[src/sv/ole_pkg.sv]
package ole_pkg;

	// Request codes, carried on s_axis_tuser
	localparam logic [2:0] REQ_INSERT   = 3'd0;
	localparam logic [2:0] REQ_APPEND   = 3'd1;
	localparam logic [2:0] REQ_DEL_POS  = 3'd2;
	localparam logic [2:0] REQ_DEL_LAST = 3'd3;
	localparam logic [2:0] REQ_SEARCH   = 3'd4;
	localparam logic [2:0] REQ_REVERSE  = 3'd5;

	// Result status codes
	localparam logic [2:0] ST_DONE   = 3'd0;
	localparam logic [2:0] ST_BADPOS = 3'd1;
	localparam logic [2:0] ST_EMPTY  = 3'd2;
	localparam logic [2:0] ST_FULL   = 3'd3;
	localparam logic [2:0] ST_MISS   = 3'd4;

	localparam int IN_DATA_W  = 40;
	localparam int OUT_DATA_W = 16;

	typedef enum logic [1:0] {
		RD_IDX_M1,
		RD_IDX_P1,
		RD_IDX,
		RD_HI
	} ole_rsel_t;

	typedef enum logic [1:0] {
		WR_IDX_RD,
		WR_AT_KEY,
		WR_HI_TMP
	} ole_wsel_t;

	typedef struct packed {
		logic       ld_req;
		logic       rd;
		ole_rsel_t  rsel;
		logic       wr;
		ole_wsel_t  wsel;
		logic       idx_inc;
		logic       idx_dec;
		logic       hi_dec;
		logic       save_tmp;
		logic       cnt_inc;
		logic       cnt_dec;
		logic       res_load;
		logic [2:0] res_status;
		logic       res_found;
	} ole_cmd_t;

	typedef struct packed {
		logic [2:0] req;
		logic       cnt_zero;
		logic       cnt_full;
		logic       pos_bad_ins;
		logic       pos_bad_del;
		logic       idx_gt_at;
		logic       del_more;
		logic       srch_more;
		logic       match;
		logic       rev_more;
		logic       out_free;
	} ole_stat_t;

endpackage

[src/sv/ole_datapath.sv]
module ole_datapath #(
	parameter int CAPACITY = 16
) (
	input  logic                        clk,
	input  logic                        arst_n,
	input  ole_pkg::ole_cmd_t           cmd,
	output ole_pkg::ole_stat_t          stat,
	// s_axis_tdata: position[7:0], value[39:8]
	input  logic [ole_pkg::IN_DATA_W-1:0]  s_axis_tdata,
	// s_axis_tuser: req_type[2:0]
	input  logic [2:0]                  s_axis_tuser,
	output logic                        m_axis_tvalid,
	input  logic                        m_axis_tready,
	// m_axis_tdata: status[2:0], found_position[7:3], entry_count[12:8], zero fill
	output logic [ole_pkg::OUT_DATA_W-1:0] m_axis_tdata
);
	import ole_pkg::*;

	localparam int CW = $clog2(CAPACITY + 1);
	localparam int AW = $clog2(CAPACITY);

	logic [31:0]   mem [CAPACITY];
	logic [31:0]   rd_data_q;
	logic [31:0]   tmp_q;
	logic [31:0]   key_q;
	logic [2:0]    req_q;
	logic [7:0]    pos_q;
	logic [CW-1:0] at_q;
	logic [CW-1:0] idx_q;
	logic [CW-1:0] hi_q;
	logic [CW-1:0] count_q;
	logic          out_valid_q;
	logic [2:0]    out_status_q;
	logic [4:0]    out_found_q;
	logic [4:0]    out_count_q;

	logic [2:0]    in_req;
	logic [7:0]    in_pos;
	logic [CW-1:0] pos_m1;
	logic [CW-1:0] at_d;
	logic [CW-1:0] raddr;
	logic [CW-1:0] waddr;
	logic [31:0]   wdata;
	logic [CW:0]   idx_p1;
	logic [8:0]    pos_ext;
	logic [8:0]    cnt_ext;

	assign in_req  = s_axis_tuser;
	assign in_pos  = s_axis_tdata[7:0];
	assign pos_m1  = CW'(in_pos - 8'd1);
	assign at_d    = (in_req == REQ_APPEND) ? count_q : pos_m1;
	assign idx_p1  = {1'b0, idx_q} + {{CW{1'b0}}, 1'b1};
	assign pos_ext = {1'b0, pos_q};
	assign cnt_ext = 9'(count_q);

	always_comb begin
		stat.req         = req_q;
		stat.cnt_zero    = (count_q == '0);
		stat.cnt_full    = (count_q >= CW'(CAPACITY));
		stat.pos_bad_ins = (pos_q == 8'd0) || (pos_ext > cnt_ext + 9'd1);
		stat.pos_bad_del = (pos_q == 8'd0) || (pos_ext > cnt_ext);
		stat.idx_gt_at   = (idx_q > at_q);
		stat.del_more    = (idx_p1 < {1'b0, count_q});
		stat.srch_more   = (idx_q < count_q);
		stat.match       = (rd_data_q == key_q);
		stat.rev_more    = (idx_q < hi_q);
		stat.out_free    = !out_valid_q || m_axis_tready;
	end

	always_comb begin
		case (cmd.rsel)
			RD_IDX_M1: raddr = idx_q - CW'(1);
			RD_IDX_P1: raddr = idx_p1[CW-1:0];
			RD_IDX:    raddr = idx_q;
			RD_HI:     raddr = hi_q;
			default:   raddr = idx_q;
		endcase
	end

	always_comb begin
		case (cmd.wsel)
			WR_IDX_RD: begin
				waddr = idx_q;
				wdata = rd_data_q;
			end
			WR_AT_KEY: begin
				waddr = at_q;
				wdata = key_q;
			end
			WR_HI_TMP: begin
				waddr = hi_q;
				wdata = tmp_q;
			end
			default: begin
				waddr = idx_q;
				wdata = rd_data_q;
			end
		endcase
	end

	always_ff @(posedge clk) begin
		if (cmd.wr) begin
			mem[waddr[AW-1:0]] <= wdata;
		end
		if (cmd.rd) begin
			rd_data_q <= mem[raddr[AW-1:0]];
		end
	end

	// walk pointers and request capture
	always_ff @(posedge clk) begin
		if (cmd.ld_req) begin
			req_q <= in_req;
			pos_q <= in_pos;
			key_q <= s_axis_tdata[39:8];
			at_q  <= at_d;
			hi_q  <= (count_q == '0) ? '0 : count_q - CW'(1);
			case (in_req)
				REQ_INSERT, REQ_APPEND: idx_q <= count_q;
				REQ_DEL_POS:            idx_q <= pos_m1;
				default:                idx_q <= '0;
			endcase
		end else begin
			if (cmd.idx_inc) begin
				idx_q <= idx_p1[CW-1:0];
			end else if (cmd.idx_dec) begin
				idx_q <= idx_q - CW'(1);
			end
			if (cmd.hi_dec) begin
				hi_q <= hi_q - CW'(1);
			end
		end
		if (cmd.save_tmp) begin
			tmp_q <= rd_data_q;
		end
		if (cmd.res_load) begin
			out_status_q <= cmd.res_status;
			out_found_q  <= cmd.res_found ? 5'(idx_p1) : 5'd0;
			out_count_q  <= 5'(count_q);
		end
	end

	always_ff @(posedge clk or negedge arst_n) begin
		if (!arst_n) begin
			count_q     <= '0;
			out_valid_q <= 1'b0;
		end else begin
			if (cmd.cnt_inc) begin
				count_q <= count_q + CW'(1);
			end else if (cmd.cnt_dec) begin
				count_q <= count_q - CW'(1);
			end
			if (cmd.res_load) begin
				out_valid_q <= 1'b1;
			end else if (m_axis_tready) begin
				out_valid_q <= 1'b0;
			end
		end
	end

	assign m_axis_tvalid = out_valid_q;
	assign m_axis_tdata  = {3'b000, out_count_q, out_found_q, out_status_q};

endmodule

[src/sv/ole_ctrl.sv]
module ole_ctrl (
	input  logic               clk,
	input  logic               arst_n,
	input  logic               s_axis_tvalid,
	output logic               s_axis_tready,
	input  ole_pkg::ole_stat_t stat,
	output ole_pkg::ole_cmd_t  cmd
);
	import ole_pkg::*;

	localparam logic [3:0] S_IDLE    = 4'd0;
	localparam logic [3:0] S_DECODE  = 4'd1;
	localparam logic [3:0] S_SH_CHK  = 4'd2;
	localparam logic [3:0] S_SH_WR   = 4'd3;
	localparam logic [3:0] S_INS_WR  = 4'd4;
	localparam logic [3:0] S_DL_CHK  = 4'd5;
	localparam logic [3:0] S_DL_WR   = 4'd6;
	localparam logic [3:0] S_SR_CHK  = 4'd7;
	localparam logic [3:0] S_SR_CMP  = 4'd8;
	localparam logic [3:0] S_RV_CHK  = 4'd9;
	localparam logic [3:0] S_RV_RDHI = 4'd10;
	localparam logic [3:0] S_RV_WRLO = 4'd11;
	localparam logic [3:0] S_RV_WRHI = 4'd12;
	localparam logic [3:0] S_RESP    = 4'd13;

	logic [3:0] state_q;
	logic [3:0] state_d;
	logic [2:0] status_q;
	logic [2:0] status_d;
	logic       found_q;
	logic       found_d;

	assign s_axis_tready = (state_q == S_IDLE);

	always_comb begin
		state_d  = state_q;
		status_d = status_q;
		found_d  = found_q;
		cmd      = '0;
		cmd.rsel = RD_IDX;
		cmd.wsel = WR_IDX_RD;
		cmd.res_status = status_q;
		cmd.res_found  = found_q;
		case (state_q)
			S_IDLE: begin
				if (s_axis_tvalid) begin
					cmd.ld_req = 1'b1;
					state_d    = S_DECODE;
				end
			end
			S_DECODE: begin
				status_d = ST_DONE;
				found_d  = 1'b0;
				state_d  = S_RESP;
				case (stat.req)
					REQ_INSERT: begin
						if (stat.pos_bad_ins) begin
							status_d = ST_BADPOS;
						end else if (stat.cnt_full) begin
							status_d = ST_FULL;
						end else begin
							state_d = S_SH_CHK;
						end
					end
					REQ_APPEND: begin
						if (stat.cnt_full) begin
							status_d = ST_FULL;
						end else begin
							state_d = S_SH_CHK;
						end
					end
					REQ_DEL_POS: begin
						if (stat.cnt_zero) begin
							status_d = ST_EMPTY;
						end else if (stat.pos_bad_del) begin
							status_d = ST_BADPOS;
						end else begin
							state_d = S_DL_CHK;
						end
					end
					REQ_DEL_LAST: begin
						if (stat.cnt_zero) begin
							status_d = ST_EMPTY;
						end else begin
							cmd.cnt_dec = 1'b1;
						end
					end
					REQ_SEARCH:  state_d = S_SR_CHK;
					REQ_REVERSE: state_d = S_RV_CHK;
					default:     state_d = S_RESP;
				endcase
			end
			// open a gap: move entries up one slot, from the tail down
			S_SH_CHK: begin
				if (stat.idx_gt_at) begin
					cmd.rd   = 1'b1;
					cmd.rsel = RD_IDX_M1;
					state_d  = S_SH_WR;
				end else begin
					state_d = S_INS_WR;
				end
			end
			S_SH_WR: begin
				cmd.wr      = 1'b1;
				cmd.wsel    = WR_IDX_RD;
				cmd.idx_dec = 1'b1;
				state_d     = S_SH_CHK;
			end
			S_INS_WR: begin
				cmd.wr      = 1'b1;
				cmd.wsel    = WR_AT_KEY;
				cmd.cnt_inc = 1'b1;
				state_d     = S_RESP;
			end
			// close a gap: move entries down one slot
			S_DL_CHK: begin
				if (stat.del_more) begin
					cmd.rd   = 1'b1;
					cmd.rsel = RD_IDX_P1;
					state_d  = S_DL_WR;
				end else begin
					cmd.cnt_dec = 1'b1;
					state_d     = S_RESP;
				end
			end
			S_DL_WR: begin
				cmd.wr      = 1'b1;
				cmd.wsel    = WR_IDX_RD;
				cmd.idx_inc = 1'b1;
				state_d     = S_DL_CHK;
			end
			S_SR_CHK: begin
				if (stat.srch_more) begin
					cmd.rd   = 1'b1;
					cmd.rsel = RD_IDX;
					state_d  = S_SR_CMP;
				end else begin
					status_d = ST_MISS;
					state_d  = S_RESP;
				end
			end
			S_SR_CMP: begin
				if (stat.match) begin
					found_d = 1'b1;
					state_d = S_RESP;
				end else begin
					cmd.idx_inc = 1'b1;
					state_d     = S_SR_CHK;
				end
			end
			// swap one pair: read low, read high, write both
			S_RV_CHK: begin
				if (stat.rev_more) begin
					cmd.rd   = 1'b1;
					cmd.rsel = RD_IDX;
					state_d  = S_RV_RDHI;
				end else begin
					state_d = S_RESP;
				end
			end
			S_RV_RDHI: begin
				cmd.rd       = 1'b1;
				cmd.rsel     = RD_HI;
				cmd.save_tmp = 1'b1;
				state_d      = S_RV_WRLO;
			end
			S_RV_WRLO: begin
				cmd.wr   = 1'b1;
				cmd.wsel = WR_IDX_RD;
				state_d  = S_RV_WRHI;
			end
			S_RV_WRHI: begin
				cmd.wr      = 1'b1;
				cmd.wsel    = WR_HI_TMP;
				cmd.idx_inc = 1'b1;
				cmd.hi_dec  = 1'b1;
				state_d     = S_RV_CHK;
			end
			S_RESP: begin
				// hold until the output register is free
				if (stat.out_free) begin
					cmd.res_load = 1'b1;
					state_d      = S_IDLE;
				end
			end
			default: state_d = S_IDLE;
		endcase
	end

	always_ff @(posedge clk or negedge arst_n) begin
		if (!arst_n) begin
			state_q  <= S_IDLE;
			status_q <= ST_DONE;
			found_q  <= 1'b0;
		end else begin
			state_q  <= state_d;
			status_q <= status_d;
			found_q  <= found_d;
		end
	end

endmodule

[src/sv/ordered_list_engine_core.sv]
// Ordered list of up to CAPACITY signed 32-bit values, kept packed in a
// single-port-read memory. One request item on the s_axis channel
// (req_type on tuser; position and value on tdata) gives exactly one
// result item on the m_axis channel (status, found_position, entry_count).
// Requests are handled one at a time: s_axis_tready is high only while the
// controller is idle. Rejected requests, delete last and unused request
// codes go from the decode state straight to the result state; a search or
// reverse with nothing to walk passes through its check state first. The
// longest items are a search that misses on a full list and a full reverse.
// Shifting reads an entry and then writes it one slot over, searching reads
// an entry and then compares it, and a reverse reads the low entry, reads the
// high one and writes both, all through the memory's one read port. The next
// item can be accepted in the cycle after a result is loaded. The result sits
// in an output register, so the next item is accepted even while the receiver
// stalls; a new result waits in the controller until that register is taken.
// Reset clears the entry count and the output valid; the list memory needs no
// clearing, as only entries below the count are ever read.
module ordered_list_engine_core #(
	parameter int CAPACITY = 16
) (
	input  logic                           clk,
	input  logic                           arst_n,
	input  logic                           s_axis_tvalid,
	output logic                           s_axis_tready,
	// position[7:0], value[39:8]
	input  logic [ole_pkg::IN_DATA_W-1:0]  s_axis_tdata,
	// req_type[2:0]
	input  logic [2:0]                     s_axis_tuser,
	output logic                           m_axis_tvalid,
	input  logic                           m_axis_tready,
	// status[2:0], found_position[7:3], entry_count[12:8], zero fill
	output logic [ole_pkg::OUT_DATA_W-1:0] m_axis_tdata
);
	import ole_pkg::*;

	ole_cmd_t  cmd;
	ole_stat_t stat;

	ole_ctrl u_ctrl (
		.clk           (clk),
		.arst_n        (arst_n),
		.s_axis_tvalid (s_axis_tvalid),
		.s_axis_tready (s_axis_tready),
		.stat          (stat),
		.cmd           (cmd)
	);

	ole_datapath #(
		.CAPACITY (CAPACITY)
	) u_dp (
		.clk           (clk),
		.arst_n        (arst_n),
		.cmd           (cmd),
		.stat          (stat),
		.s_axis_tdata  (s_axis_tdata),
		.s_axis_tuser  (s_axis_tuser),
		.m_axis_tvalid (m_axis_tvalid),
		.m_axis_tready (m_axis_tready),
		.m_axis_tdata  (m_axis_tdata)
	);

endmodule

[config.mk]
export PLATFORM = sky130hd
export DESIGN_NAME = ordered_list_engine_core
export DESIGN_NICKNAME = d
export VERILOG_FILES = /design/src/sv/ole_pkg.sv /design/src/sv/ole_datapath.sv /design/src/sv/ole_ctrl.sv /design/src/sv/ordered_list_engine_core.sv
export SDC_FILE = /design/constraint.sdc
export NUM_CORES = 1
export LEC_CHECK = 0
export BUFFER_PORTS_ARGS = -buffer_cell sky130_fd_sc_hd__buf_2
export CORE_ASPECT_RATIO = 0.8
export CORE_MARGIN = 2
export CORE_UTILIZATION = 45
export CTS_BUF_LIST = sky130_fd_sc_hd__clkbuf_8
export DETAILED_ROUTE_END_ITERATION = 12
export PLACE_DENSITY = 0.69
export SETUP_SLACK_MARGIN = 0.3
export SKIP_LAST_GASP = 1
export SYNTH_ARGS = -nofsm -noshare
export SYNTH_HDL_FRONTEND = slang
export SYNTH_SLANG_ARGS = --single-unit
[constraint.sdc]
create_clock -name clk -period 5.9 [get_ports clk]
set_clock_uncertainty 0.1 [all_clocks]
set_input_delay 0.59 -clock clk [delete_from_list [all_inputs] [get_ports clk]]
set_output_delay 0.59 -clock clk [all_outputs]
set_load 0.1 [all_outputs]
==> results.md <==
Layout:
- After the last flow step, the layout net total stands at 2445.
- The fraction of layout instances using a drive strength above 1 is 18.2%.
- The post-layout instance area is 34900 um2.
- The relative area change from synthesis to final layout is 12.7%.
- The filler cell count in the final layout is 5600.
- Measured on the finished design, the core utilization comes to 51.6%.

STA:
- The worst path in the final design needs a cycle of 5.23 ns, including I/O delays and setup.
- The final period utilization is 88.6%.
- The number of endpoints with negative hold slack in the final report is 0.
- The relative slew slack is 21.4%.
- Adding up every negative setup slack in the final design gives 0 ns.
- The final-report setup violation count is 0.
- Timing would allow up to 191 MHz.
- At the pin with the least slew margin, the transition time is 1.18 ns.
- Setup repair after global routing left no endpoint under its margin.
- The max-slew violation count is 0.

Detailed routing:
- The count of nets left with antenna violations after detail routing is 0.
- The first-iteration detailed-routing DRC count is 3200.
- After detailed routing, the number of vias per cell comes to 6.58.
- The average detailed-routed wire length per instance is 27.7 um.
- The wire length reported by the detailed router is 93.0 mm.
- The first-pass iteration count of the detailed router is 5.
- After detailed routing, the number of remaining DRC violations is 0.
- Across all layers, the routed design uses 22.1k vias.

Synthesis:
- The share of synthesized area in the top cell type comes to 62.7%.
- The library cell with the largest summed area after synthesis is sky130_fd_sc_hd__edfxtp_1.
- The per-instance average area after synthesis is 13.7 um2.
- After synthesis, the share of flip-flops with an asynchronous set or reset is 2.12%.
- The number of distinct library cells after synthesis is 80.
- Counting flops and latches in the post-synthesis netlist gives 661.
- After technology mapping, the gate count stands at 2254.
- By area the synthesized netlist is led by sky130_fd_sc_hd__edfxtp_1 63%, sky130_fd_sc_hd__o221a_2 3.4%, sky130_fd_sc_hd__o22a_1 2.7%, sky130_fd_sc_hd__or3_1 2.6%, sky130_fd_sc_hd__a211o_1 1.8%.
- The most common cell in the synthesized netlist is sky130_fd_sc_hd__edfxtp_1.
- In this run the cell area of the synthesized design comes to 31000 um2.
- The count of synthesis-stage warnings from yosys is 0.
- Yosys mapped a number of flops with a built-in enable equal to 647.
- In the synthesized netlist, the cells that appear most often are 647 x sky130_fd_sc_hd__edfxtp_1, 141 x sky130_fd_sc_hd__nand2_1, 127 x sky130_fd_sc_hd__or3_1.
- The commonest register cell after synthesis is sky130_fd_sc_hd__edfxtp_1.
- The share of the yosys chip area belonging to registers is 63.9%.

Clock tree:
- The level count of the clock H-tree is 3.
- Buffers added to address setup during post-CTS repair amount to 0.
- The clock tree from TritonCTS is built.
- The number of buffers on the longest clock path is 3.
- Clock latency on the worst-skew pair, taken at its later pin, is 0.74 ns.
- For this design, the sink count on the clock tree is 661.
- The TritonCTS buffer count is 103.
- Clock-pin slew was measured on the worst setup and hold paths at 0.07 ns.
- In this run the clock root is driven by a sky130_fd_sc_hd__clkbuf_8.

Placed design:
- The port buffer count is 61.
- Routability-driven placement finished with a final weighted congestion of 0.873.
- The placed instances occupy a cell area of 32600 um2.
- Detailed placement ended at an HPWL of 51.8 mm.

Setup path:
- The most numerous cell on the critical path is sky130_fd_sc_hd__ha_1.
- Broken down by cell family, the worst path's largest delay share belongs to compound AO/OA/AOI/OAI gates.
- Following the worst setup path forward leads to its endpoint at u_dp.rd_data_q[29]$_DFFE_PP_.
- Setup slack on the worst reg-to-reg path comes out at 0.67 ns.
- STA puts the critical path data required time at 6.40 ns.
- Data on the critical path arrives at its endpoint at 5.73 ns.
- The largest single stage delay on the critical path is 0.96 ns.
- The worst-case reg-to-reg path depth is 14.
- The capturing element type of the critical path is a flop.
- The largest fanout of any net on the critical path is 93.
- The critical path contains buffers and inverters numbering 2 combined.
- Among all stages on the critical path, the largest delay is contributed by sky130_fd_sc_hd__a2111oi_0.
- The type of element launching the critical path is a flop.
- The critical path is of the reg -> reg type.
- The startpoint identified for the worst register-to-register timing path is u_dp.idx_q[0]$_DFFE_PP_.
- The worst register-to-register path ends at u_dp.rd_data_q[29]$_DFFE_PP_.
- The signal on the critical path passes through buf_4, ha_1, nand3_1, xnor2_1, ha_1, a21oi_1, nand4b_2, and2_1, a311o_1, o311ai_4, buf_12, a221oi_1, a2111oi_0, a211o_1.
- The number of cells on the critical path is 14.
- The launching element of the worst setup path is u_dp.idx_q[0]$_DFFE_PP_.

Floorplanning:
- The die area is 70900 um2.
- The initial utilization of the core area, before any placement, comes to 45.8%.
- After floorplanning, the core was divided into 85 placement rows.
- The boundary pin count is 65.
- In this run the horizontal extent of the chip is 297 um.
- Measured along the y axis, the die boundary spans 239 um.
- After floorplanning, the core was sized to cover 67600 um2.

GRT:
- The number of antenna violations at the first check in global routing is 1.
- The via count of the first global-routing pass is 21.7k.
- Entering global routing, the biggest net connects 127 pins.
- The global router's overall resource usage is 25.8%.
- The first global-routing pass estimated 138 mm of wire.
- The aggregate global routing overflow is 0.

Status:
- The flow ran to the end, and the final reports show no timing, DRC or antenna violations.

Flow run:
- The count of maximum capacitance violations is 0.

Worst hold path:
- The tightest min-delay check is of the in -> reg type.
[layout make-up]
class	instances	area, um2	area share, %
well taps	913	1140	3.27
inverters	32	120	0.344
clock buffers	104	1430	4.10
diodes	1	2.50	0.00717
multi-input cells	1358	10300	29.5
clock inverters	77	412	1.18
flip-flops and latches	661	19800	56.7
repair buffers	206	1700	4.88
[layout by cell type, fill, tap and decap left out, types with 49 or more instances in the layout]
master,n
sky130_fd_sc_hd__edfxtp_1,647
sky130_fd_sc_hd__nand2_1,140
sky130_fd_sc_hd__or3_1,126
sky130_fd_sc_hd__clkbuf_8,104
sky130_fd_sc_hd__o22a_1,95
sky130_fd_sc_hd__o221a_2,94
sky130_fd_sc_hd__buf_4,86
sky130_fd_sc_hd__a21oi_1,85
sky130_fd_sc_hd__nor2b_1,77
sky130_fd_sc_hd__inv_1,70
sky130_fd_sc_hd__a211o_1,64
sky130_fd_sc_hd__buf_2,61
sky130_fd_sc_hd__a221oi_1,54
sky130_fd_sc_hd__o21ai_0,50
sky130_fd_sc_hd__xnor2_1,49
[cell families (layout without fill, tap and decap cells)]
group	Yosys count	in the layout	synth area share, %
buf+inv	237	419	3.54
flops	661	661	63.9
xor+xnor	55	55	1.56
compound gates	721	721	19.7
simple gates	505	505	8.62
other cells	1	4	0.0121
mux	38	38	1.24
fa+ha+maj	36	36	1.45
[what timing repair did]
item	CTS	global route
hold endpoints to repair	56	0
resized for setup	0	0
hold buffers	43	0
[how the worst min path moves through the flow]
stage	start	endpoint	cells after the start
2_1_floorplan	arst_n	u_ctrl.found_q$_DFFE_PN0P_	0
3_3_place_gp	u_ctrl.status_q[2]$_DFFE_PN0P_	u_dp.out_status_q[2]$_DFFE_PP_	0
3_5_place_dp	u_ctrl.status_q[1]$_DFFE_PN0P_	u_dp.out_status_q[1]$_DFFE_PP_	0
4_1_cts	s_axis_tuser[1]	u_dp.req_q[1]$_DFFE_PP_	1
5_1_grt	s_axis_tuser[1]	u_dp.req_q[1]$_DFFE_PP_	1
6_report	s_axis_tuser[1]	u_dp.req_q[1]$_DFFE_PP_	1
[layer usage]
layer	global-route usage, %	wire length, um
met1	36.2	38000
met2	38.9	41000
met3	5.72	10800
met4	10.5	3210
met5	0	0
[state kept, by name, summed over array words and instances (netlist names), 8 cells and up]
name and count:
u_dp.rd_data_q 32, u_dp.mem 512, u_dp.key_q 32, u_dp.tmp_q 32
u_dp.pos_q 8
[per-stage QoR]
stage | instances | hold slack [ns] | setup WS (ns)
3_5_place_dp | 3126 | 0.342 | 0.851
3_3_place_gp | 3126 | 0.329 | 0.881
5_1_grt | 3352 | 0.0629 | 0.475
6_report | 3352 | 0.0716 | 0.671
2_1_floorplan | 2256 | 0.194 | 0.585
4_1_cts | 3350 | 0.0301 | 0.804
Power is left out: the tool's default activity adds up to more than one toggle a clock period on the data nets, which glitch-free logic cannot reach.
